[src/hdl/tcpu16_pkg.sv]
// Shared types, opcodes and constants of the toy 16-bit execute step.
package tcpu16_pkg;

    // Instruction opcodes, upper nibble of the instruction word
    typedef enum logic [3:0] {
        OP_MOV   = 4'd0,
        OP_NOT   = 4'd1,
        OP_AND   = 4'd2,
        OP_OR    = 4'd3,
        OP_ADD   = 4'd4,
        OP_SUB   = 4'd5,
        OP_ADDI  = 4'd6,
        OP_SUBI  = 4'd7,
        OP_SETLO = 4'd8,
        OP_SETHI = 4'd9,
        OP_ADDZ  = 4'd10,
        OP_SUBN  = 4'd11,
        OP_MOVZ  = 4'd12,
        OP_MOVNZ = 4'd13,
        OP_MOVP  = 4'd14,
        OP_MOVN  = 4'd15
    } t_opcode;

    // Register roles
    localparam logic [3:0] REG_IN       = 4'd6;
    localparam logic [3:0] REG_OUT_DATA = 4'd13;
    localparam logic [3:0] REG_OUT_ADDR = 4'd14;
    localparam logic [3:0] REG_PC       = 4'd15;

    // Control bits of the output data register
    localparam int STORE_BIT  = 15;
    localparam int SCREEN_BIT = 14;

    localparam logic [15:0] PC_LIMIT_RESET = 16'hFFFE;
    localparam int          RAM_DEPTH_DEF  = 65536;

    // Operands handed to the execute unit
    typedef struct packed {
        t_opcode     op;
        logic [3:0]  imm_a;
        logic [3:0]  imm_b;
        logic [15:0] opnd_x;   // R[a], or R[dest] for the read-modify forms
        logic [15:0] opnd_y;   // R[b]
    } t_alu_req;

    // Execute unit answer
    typedef struct packed {
        logic        took;
        logic [15:0] value;
    } t_alu_res;

endpackage

[src/hdl/tcpu16_alu.sv]
// Execute unit: opcode decode, arithmetic and condition evaluation.
module tcpu16_alu
    import tcpu16_pkg::*;
(
    input  t_alu_req i_req,
    output t_alu_res o_res
);

    logic [7:0]  byte_imm;
    logic [15:0] x;
    logic [15:0] y;

    assign byte_imm = {i_req.imm_a, i_req.imm_b};
    assign x        = i_req.opnd_x;
    assign y        = i_req.opnd_y;

    // Compute the result value and whether the write takes effect
    always_comb begin
        o_res.took  = 1'b1;
        o_res.value = x;
        case (i_req.op)
            OP_MOV:   o_res.value = x;
            OP_NOT:   o_res.value = ~x;
            OP_AND:   o_res.value = x & y;
            OP_OR:    o_res.value = x | y;
            OP_ADD:   o_res.value = x + y;
            OP_SUB:   o_res.value = x - y;
            OP_ADDI:  o_res.value = x + 16'(i_req.imm_b);
            OP_SUBI:  o_res.value = x - 16'(i_req.imm_b);
            OP_SETLO: o_res.value = 16'(byte_imm);
            OP_SETHI: o_res.value = {byte_imm, x[7:0]};
            OP_ADDZ: begin
                o_res.took  = (y == 16'd0);
                o_res.value = x + 16'(i_req.imm_a);
            end
            OP_SUBN: begin
                o_res.took  = y[15];
                o_res.value = x - 16'(i_req.imm_a);
            end
            OP_MOVZ:  o_res.took = (y == 16'd0);
            OP_MOVNZ: o_res.took = (y != 16'd0);
            OP_MOVP:  o_res.took = ~y[15];
            OP_MOVN:  o_res.took = y[15];
            default: begin
                o_res.took  = 1'b1;
                o_res.value = x;
            end
        endcase
    end

endmodule

[config.mk]
export PLATFORM = sky130hd
export DESIGN_NAME = tcpu16_alu
export DESIGN_NICKNAME = d
export VERILOG_FILES = /design/src/hdl/tcpu16_pkg.sv /design/src/hdl/tcpu16_alu.sv
export SDC_FILE = /design/constraint.sdc
export NUM_CORES = 1
export LEC_CHECK = 0
export ABC_AREA = 1
export BUFFER_PORTS_ARGS = -buffer_cell sky130_fd_sc_hd__buf_2
export CORE_MARGIN = 2
export CORE_UTILIZATION = 61
export DETAILED_ROUTE_END_ITERATION = 12
export PLACE_DENSITY = 0.92
export SYNTH_ARGS = -nofsm -noshare
export SYNTH_HDL_FRONTEND = slang
export SYNTH_SLANG_ARGS = --single-unit
[constraint.sdc]
create_clock -name vclk -period 4.35
set_clock_uncertainty 0.2 [all_clocks]
set_input_delay 0.435 -clock vclk [all_inputs]
set_output_delay 0.435 -clock vclk [all_outputs]
set_load 0.03 [all_outputs]
Yosys cells after proc, flatten, opt, wreduce, memory -nomap -nowiden
Index checks and enable logic that the tools add are counted.
{"block": "totals", "ff_bits": 0, "in_bits": 44, "out_inout_bits": 17, "elab_cells": 31}
{"block": "op_classes", "addsub": 6, "n_eq_ne": 15, "n_mux": 2, "bitwise_logic": 4, "reduce_logical": 4}
{"operator": "16-bit one-hot mux with 11 select lines", "count": 1}
{"operator": "16-bit by 4-bit adder with 16-bit output", "count": 2}
{"operator": "4-bit == test (second input constant)", "count": 8}
{"operator": "16-bit by 4-bit subtractor with 16-bit output", "count": 2}
{"operator": "16-bit adder", "count": 1}
{"operator": "16-bit AND", "count": 1}
{"operator": "4-bit by 3-bit == test with 1-bit output (second input constant)", "count": 4}
{"operator": "16-bit zero test", "count": 1}
{"operator": "16-bit NOT", "count": 1}
{"operator": "16-bit OR", "count": 1}
{"operator": "16-bit nonzero test", "count": 1}
{"operator": "16-bit subtractor", "count": 1}
{"operator": "4-bit by 2-bit == test with 1-bit output (second input constant)", "count": 2}
{"operator": "4-bit by 1-bit == test with 1-bit output (second input constant)", "count": 1}
{"operator": "1-bit one-hot mux with 4 select lines", "count": 1}
{"operator": "2-bit OR reduction", "count": 2}
{"operator": "1-bit NOT", "count": 1}

Logic depth before layout (Yosys ltp)
Gate-level depths: netlist of run 1.
{"block": "logic_depth", "depth_word": 3, "depth_mapped": 25, "depth_no_buf": 25}

Least setup slack after synthesis of run 1
OpenSTA, ideal clock, no wires.
{"block": "synth_timing", "kind": "input port to output port", "from": "in i_req[42] (netlist bit)", "to": "out o_res[10] (netlist bit)", "t_arrival_ns": 3.097, "setup_slack_ns": 0.618, "stages": 23, "cell_sequence": "inv_2 nor2_4 nand2_1 nand3_4 inv_2 a221oi_1 nand4_1 o21ai_1 inv_1 fa_1 inv_1 nand2_1 nand2_1 nand2_1 nand2_1 nand2_1 nand2_1 inv_1 nor2_1 nand2_1 nand3b_1 nand3_1 a21oi_1"}
{"item": "start: declaration", "line": "tcpu16_alu.sv:5", "text": "input t_alu_req i_req,"}
{"item": "end: declaration", "line": "tcpu16_alu.sv:6", "text": "output t_alu_res o_res"}

==> results.md, run 1 <==
- Status: completed
- Mapped Area: 2450 sq um
- Gr usage total: 0.390
- Finished Cell Area: 2830 sq um
- Register Area: 0 sq um
- Sequential share of the synthesized area: 0
- Slew headroom: 0.700
- Vias in the first global route: 2964
- Crit path max-delay family: simple AND/OR/NAND/NOR gates
- Mean area per synthesized cell: 5.20 sq um
- Worst Tran Pin Value: 0.449 ns
- Die X: 67.4 microns
- Cell taking the most area after synthesis: nand2_1
- Num sequential: 0
- Antenna violations before repair: 0
- DR iter-0 viols: 309
- Initial Util: 0.621
- Placed Area: 2790 sq um
- Setup Crit Path Kind: primary input to primary output
- Crit path from: i_req[0]
- Total gr overflow: 0
- Largest cells by area after synthesis: nand2_1 15%, inv_1 11%, ha_1 10%, nor2_1 10%, nand3_1 9.6%
- Startpoint types: primary input
- Post-synth top area share: 0.155
- Crit Path Max Fanout: 4
- CP Cell Sequence: buf_2, inv_1, ha_1, nand2_1, nor2_4, nand2_1, nor2_1, nand3_1, o21ai_0, nand2_1, o22ai_1, ha_1, nand2_1, inv_1, a21oi_1, nand2_1, a21oi_1, nand3_1, nand3_1, a21oi_1, buf_2
- Avg Vias per Cell: 6.02
- Final hold violations: 0
- Placed wire-length estimate: 7290 microns
- Number of remaining DRC errors: 0
- Die height: 67.4 microns
- Max-slew violation count: 0
- Stages on the worst setup path: 21
- Die Area: 4540 sq um
- Worst endpoint required time: 3.71 ns
- Synthesized instance count: 471
- Port buffer count: 61
- Final min period: 4.07 ns
- Arr. time, crit path: 3.44 ns
- Setup violators final: 0
- Fin crit share: 0.936
- Fmax: 246 MHz
- Fillers: 362
- Layout area overhead: 15.6%
- Slowest-stage cell, CP: ha_1
- Post-synth cell types: 40
- Hold_buf cts: 0
- Drt first pass iters: 5
- GP Congestion: 1.04
- Fin Setup TNS: 0 ns
- Crit path to: o_res[15]
- Commonest cells post-synth: 101 x nand2_1, 71 x inv_1, 65 x nor2_1
- Static Leak: 1.52 nW
- Nets: 594
- Avg WL per Cell: 15.5 microns
- Largest net degree at the start of global routing: 18
- Pwr Density: 169 nW/um^2
- Layout clock buffer count: 0
- Multi-input gate area: 2140 sq um
- Core area: 3940 sq um
- Via count: 3473
- Row cnt: 23
- Worst Path Buf+Inv: 4
- Syn Nets: 536
- I/O pin count: 61
- Peak VDD IR: 0.136 mV
- CP peak stage delay: 0.31 ns
- Max-cap viol count: 0
- Most used cell, CP: nand2_1
- CP endpoint kind: primary output
- Wirelength, routed: 8930 microns
- Post-layout util: 0.718
- Top-count cell post-synth: nand2_1
- N_diodes: 0
- Tightest Hold Check Type: primary input to primary output
- Share of cells above drive strength 1: 0.180
- Final ANT Viol Nets: 0
- First-pass GRT wire length: 13700 microns
- Synth warn: 0
routing by layer:
layer | GRT usage | vias to the layer above | part of all wire
met3 | 0.0550 | 38 | 0.089
li1 | - | 1704 | -
met5 | 0 | - | 0
met4 | 0.143 | 0 | 0.034
met2 | 0.646 | 191 | 0.46
met1 | 0.511 | 1540 | 0.42
cell type report:
cell class	count	share of cell area
inverter	79	0.105
tap	50	0.0221
multi-input combinational	384	0.756
timing repair buffer	64	0.118
power breakdown:
group / internal, mW / total (mW) / switching [mW]
Clock: 0 / 0 / 0
Combinational: 0.157 / 0.479 / 0.323
Sequential: 0 / 0 / 0
cells by family after synthesis:
family,synth area share
buffers and inverters,0.138
AO/OA/AOI/OAI,0.257
XOR/XNOR,0.0286
adder cells (fa/ha/maj),0.110
AND/OR/NAND/NOR,0.466
worst min-delay path by stage:
stage | slack [ns] | endpoint | cells past startpoint | startpoint
floorplan | 0.88 | o_res[10] | 2 | i_req[26]
global placement | 1.06 | o_res[11] | 4 | i_req[27]
detailed placement | 1.07 | o_res[11] | 4 | i_req[27]
CTS | 1.07 | o_res[11] | 4 | i_req[27]
global route | 1.09 | o_res[4] | 3 | i_req[20]
finish | 1.08 | o_res[11] | 4 | i_req[27]
cell usage in the layout, fill, tap and decap left out, types with 3 or more instances in the layout:
cell type / n
nand2_1: 101
a221oi_1: 5
nor4_1: 4
inv_2: 8
o21bai_1: 6
nor2_4: 5
nor3_1: 9
nand3b_1: 3
buf_4: 4
o22ai_1: 6
nor2_1: 63
o21ai_0: 37
ha_1: 20
or2_2: 3
nand3_2: 3
xor2_1: 8
a211oi_1: 3
o2111ai_1: 4
o221ai_1: 5
buf_2: 59
a21oi_1: 30
nand3_1: 47
inv_1: 71
per-stage QoR:
stage	power (mW)	worst slack, ns	std cells	hold slack (ns)
after floorplan	0.324	0.618	471	0.882
after global placement	0.448	0.264	576	1.06
after detailed placement	0.456	0.274	576	1.07
after CTS	0.458	0.269	576	1.07
after global routing	0.526	-0.0116	577	1.09
final	0.479	0.279	577	1.08
timing repair:
action | in CTS | in global routing
buffers inserted | 0 | 1
setup endpoints to repair | 0 | 5
resized for setup | 0 | 10
worst min-delay path: cells and delay by family:
kind	cells	cell delay (ns)
buffers and inverters	2	0.30
AND/OR/NAND/NOR	2	0.11
Note: power is estimated with default switching activity, not from simulation.
==> run 2: changes to the inputs <==
--- a/config.mk
+++ b/config.mk
@@ -5,12 +5,11 @@
 export SDC_FILE = /design/constraint.sdc
 export NUM_CORES = 1
 export LEC_CHECK = 0
-export ABC_AREA = 1
 export BUFFER_PORTS_ARGS = -buffer_cell sky130_fd_sc_hd__buf_2
 export CORE_MARGIN = 2
-export CORE_UTILIZATION = 61
+export CORE_UTILIZATION = 35
 export DETAILED_ROUTE_END_ITERATION = 12
-export PLACE_DENSITY = 0.92
+export PLACE_DENSITY = 0.59
 export SYNTH_ARGS = -nofsm -noshare
 export SYNTH_HDL_FRONTEND = slang
 export SYNTH_SLANG_ARGS = --single-unit
==> results.md, run 2 <==
- Status: completed
- Via count: 3448
- Setup Crit Path Kind: primary input to primary output
- Nets: 532
- Num sequential: 0
- Slowest-stage cell, CP: or4_4
- Port buffer count: 61
- Die Area: 7480 sq um
- Peak VDD IR: 0.0871 mV
- Arr. time, crit path: 3.61 ns
- Setup violators final: 0
- Wirelength, routed: 9630 microns
- Tightest Hold Check Type: primary input to primary output
- Worst hold path depth: 4
- Core area: 6680 sq um
- Final hold slack: 1.09 ns
- Worst Min Path Start: i_req[16]
- Antenna violations before repair: 0
- Commonest non-fill, non-tap cell in the layout: buf_2
- Slew headroom: 0.368
- Post-synth top area share: 0.105
- Synthesized instance count: 389
- Number of remaining DRC errors: 0
- First-pass GRT wire length: 15100 microns
- Sequential share of the synthesized area: 0
- Max-slew violation count: 0
- CP endpoint kind: primary output
- GP Congestion: 0.931
- Top-count cell post-synth: nand2_1
- Static Leak: 1.27 nW
- Final min period: 4.25 ns
- DR iter-0 viols: 307
- Post-synth cell types: 54
- Most frequent cells in the layout: 58 x buf_2, 46 x nand2_1, 41 x a21oi_1
- Mean area per synthesized cell: 6.12 sq um
- CP Cell Sequence: buf_2, or4_4, or4_4, nor2_1, o21ai_0, o311a_1, ha_1, nand3_1, nor2_1, o21ai_0, buf_4, a21oi_1, nor2_1, xor2_1, o22ai_1, buf_2
- Fmax: 236 MHz
- Gr usage total: 0.246
- Synth warn: 0
- I/O pin count: 61
- Placed wire-length estimate: 7550 microns
- Layout Cells excl Fill: 545
- Row cnt: 30
- Layout area overhead: 28.0%
- Avg Vias per Cell: 6.33
- N_diodes: 0
- Startpoint types: primary input
- Final hold violations: 0
- Avg WL per Cell: 17.7 microns
- Die height: 86.5 microns
- Largest cells by area after synthesis: ha_1 11%, a21oi_1 9.0%, o21ai_0 7.4%, nand2_1 7.3%, nor2_1 5.0%
- Commonest cells post-synth: 46 x nand2_1, 43 x a21oi_1, 35 x o21ai_0
- Layout clock buffer count: 0
- Fin crit share: 0.976
- Crit path max-delay family: simple AND/OR/NAND/NOR gates
- Most used cell, CP: nor2_1
- Hold Crit Endpoint: o_res[0]
- Vias in the first global route: 3082
- Stages on the worst setup path: 16
- Register Area: 0 sq um
- Unrepaired setup endpoints after global routing: yes
- Worst Tran Pin Value: 0.940 ns
- Crit Path Max Fanout: 7
- Initial Util: 0.356
- Total gr overflow: 0
- Worst endpoint required time: 3.71 ns
- Max-cap viol count: 0
- Final ANT Viol Nets: 0
- Share of cells above drive strength 1: 0.247
- Worst Path Buf+Inv: 3
- Placed Cells: 544
- Die X: 86.5 microns
- Cell taking the most area after synthesis: ha_1
- CP peak stage delay: 0.55 ns
- Syn Nets: 454
- Drt first pass iters: 5
- Largest net degree at the start of global routing: 31
- Pwr Density: 170 nW/um^2
- Mapped Area: 2380 sq um
-- run 2: cell count changes after synthesis, sizes merged, moves of 8 or more --
cell    delta
clkbuf    +20
o31ai      +8
nand3     -42
nand2     -59
a211oi    +11
nand2b     +8
a21oi     +12
inv       -61
nor2      -38
-- run 2: report_power, final --
group	switching, mW	internal [mW]	leakage, nW
Combinational	0.313	0.204	1.27
Sequential	0	0	0
Clock	0	0	0
Total	0.313	0.204	1.27
-- run 2: worst min-delay path: stages --
cell and delay (ns):
buf_2 0.11, nand2_1 0.05, o2111ai_1 0.06, buf_2 0.20
-- run 2: layer usage --
metal  wire, microns  vias to the layer above  track usage  part of all wire
met3             734                       24       0.0229             0.076
met2            4500                      145        0.409              0.47
met1            4170                     1614        0.340              0.43
met5               0                        -            0                 0
li1                -                     1665            -                 -
met4             227                        0       0.0653             0.024
-- run 2: cell type report --
type / instances / area [sq um]
fillers: 734 / 3640
inverters: 19 / 71.3
multi-input cells: 345 / 2250
well taps: 80 / 100
repair buffers: 101 / 626
-- run 2: worst max-delay path by stage --
stage                   start         to  slack, ns
finish               i_req[5]  o_res[12]       0.10
global route         i_req[5]  o_res[12]      -0.05
CTS                 i_req[34]  o_res[13]       0.05
detailed placement  i_req[34]  o_res[13]       0.04
global placement    i_req[34]  o_res[13]      0.009
floorplan           i_req[42]   o_res[8]       0.11
-- run 2: repair_timing --
action	CTS	global route
hold endpoints to repair	0	0
hold buffers	0	0
setup endpoints to repair	0	7
gates resized for setup	0	15
setup buffers	0	1
-- run 2: cells by family (layout without fill, tap and decap cells) --
logic type	count (synthesis)	in the layout	share of synthesized area
buf+inv	44	120	0.0726
mux	3	3	0.0131
fa+ha+maj	21	21	0.114
compound gates	169	169	0.472
xor+xnor	11	11	0.0405
simple gates	141	141	0.288
-- run 2: per-stage QoR --
step                setup TNS, ns  utilization  cell area (sq um)  setup slack, ns  power (mW)
floorplan                       0            -               2380            0.113       0.321
CTS                             0        0.447               2990           0.0490       0.500
global route               -0.123        0.456               3050          -0.0453       0.564
finish                          0        0.456               3050            0.104       0.518
global placement                0        0.447               2990          0.00855       0.494
detailed placement              0        0.447               2990           0.0355       0.498
==> run 3: changes to the inputs <==
--- a/config.mk
+++ b/config.mk
@@ -5,11 +5,11 @@
 export SDC_FILE = /design/constraint.sdc
 export NUM_CORES = 1
 export LEC_CHECK = 0
+export ABC_AREA = 1
 export BUFFER_PORTS_ARGS = -buffer_cell sky130_fd_sc_hd__buf_2
-export CORE_MARGIN = 2
 export CORE_UTILIZATION = 35
 export DETAILED_ROUTE_END_ITERATION = 12
-export PLACE_DENSITY = 0.59
+export PLACE_DENSITY = 0.58
 export SYNTH_ARGS = -nofsm -noshare
 export SYNTH_HDL_FRONTEND = slang
 export SYNTH_SLANG_ARGS = --single-unit
==> results.md, run 3 (synthesis gave the netlist of run 1 again) <==
- Status: completed
- Hold Crit Endpoint: o_res[11]
- Final hold violations: 0
- Top Usage Layer GRT: met2
- Tightest Hold Check Type: primary input to primary output
- GP Congestion: 0.969
- Share of cells above drive strength 1: 0.205
- Commonest non-fill, non-tap cell in the layout: nand2_1
- I/O pin count: 61
- Placed wire-length estimate: 7520 microns
- Die X: 85.6 microns
- Avg Vias per Cell: 5.36
- Worst Slack Setup Final: 0.320 ns
- Global routing met2 resource utilization: 0.441
- Worst Tran Pin Value: 0.473 ns
- Port buffer count: 61
- Met3 Use GR: 0.0212
- Wirelength, routed: 9230 microns
- Row cnt: 30
- Num sequential: 0
- Arr. time, crit path: 3.40 ns
- Final min period: 4.03 ns
- Die height: 85.6 microns
- Crit Path Max Fanout: 6
- Total gr overflow: 0
- Setup violators final: 0
- Final hold slack: 1.08 ns
- Final ANT Viol Nets: 0
- Vias in the first global route: 3130
- Max-cap viol count: 0
- Worst Min Path Start: i_req[27]
- Layout clock buffer count: 0
- Place WS: 0.144 ns
- Gr usage total: 0.251
- Worst endpoint required time: 3.71 ns
- Final Power: 0.491 mW
- Worst hold path depth: 4
- Most frequent cells in the layout: 98 x nand2_1, 71 x inv_1, 61 x nor2_1
- GRT met1 Usage: 0.327
- Core area: 6790 sq um
- Drt first pass iters: 5
- Antenna violations before repair: 0
- CP endpoint kind: primary output
- Fin Setup TNS: 0 ns
- N_diodes: 0
- Fin crit share: 0.927
- Largest net degree at the start of global routing: 18
- Layout area overhead: 21.4%
- Peak VDD IR: 0.0729 mV
- Number of remaining DRC errors: 0
- Pwr Density: 165 nW/um^2
- Slew headroom: 0.684
- Startpoint types: primary input
- Fillers: 750
- Max-slew violation count: 0
- Setup Crit Path Kind: primary input to primary output
- Register Area: 0 sq um
- Fmax: 248 MHz
- Post-layout util: 0.437
- Via count: 3374
- Die Area: 7330 sq um
- Static Leak: 1.57 nW
- Nets: 600
- First-pass GRT wire length: 14900 microns
- Avg WL per Cell: 14.7 microns
- DR iter-0 viols: 314
- Initial Util: 0.360
run 3: worst max path at each step:
stage,from,endpoint,slack [ns]
after global placement,i_req[0],o_res[15],0.15
after floorplan,i_req[42],o_res[10],0.62
after global routing,i_req[0],o_res[13],-0.009
after CTS,i_req[0],o_res[15],0.13
final,i_req[5],o_res[15],0.32
after detailed placement,i_req[0],o_res[15],0.14
run 3: metrics by stage:
stage / cells / instance area [sq um]
after detailed placement: 623 / 2850
after CTS: 623 / 2850
final: 629 / 2970
after floorplan: 471 / 2450
after global placement: 623 / 2850
after global routing: 629 / 2970
run 3: worst max-delay path, cell delays in order:
cell	delay [ns]
buf_2	0.15
nor2_1	0.11
nand2_1	0.13
nor2_2	0.23
inv_1	0.12
nor2_1	0.13
nand3_1	0.10
xor2_1	0.15
a211oi_1	0.36
ha_1	0.34
nand2_1	0.16
inv_1	0.06
a21oi_1	0.19
nand2_1	0.09
a21oi_2	0.19
nand3_1	0.10
nand3_1	0.09
a21oi_1	0.07
buf_2	0.18
run 3: area by class of cell:
type / instances / area (sq um) / area share
timing repair buffer: 69 / 368 / 0.124
inverter: 79 / 297 / 0.0998
tap: 96 / 120 / 0.0404
multi-input combinational: 385 / 2190 / 0.736
run 3: where the power goes:
part / switching (mW) / internal, mW
Clock: 0 / 0
Sequential: 0 / 0
Combinational: 0.327 / 0.163
run 3: timing repair:
action                                  CTS  global route
hold buffers                              0             0
hold endpoints to repair                  0             0
endpoints found under the setup margin    0             5
resized for setup                         0            20
buffers inserted                          0             5
run 3: per-layer routing:
metal	share of wire	vias up
li1	-	1715
met1	0.45	1500
met2	0.46	133
met3	0.064	26
met4	0.030	0
met5	0	-
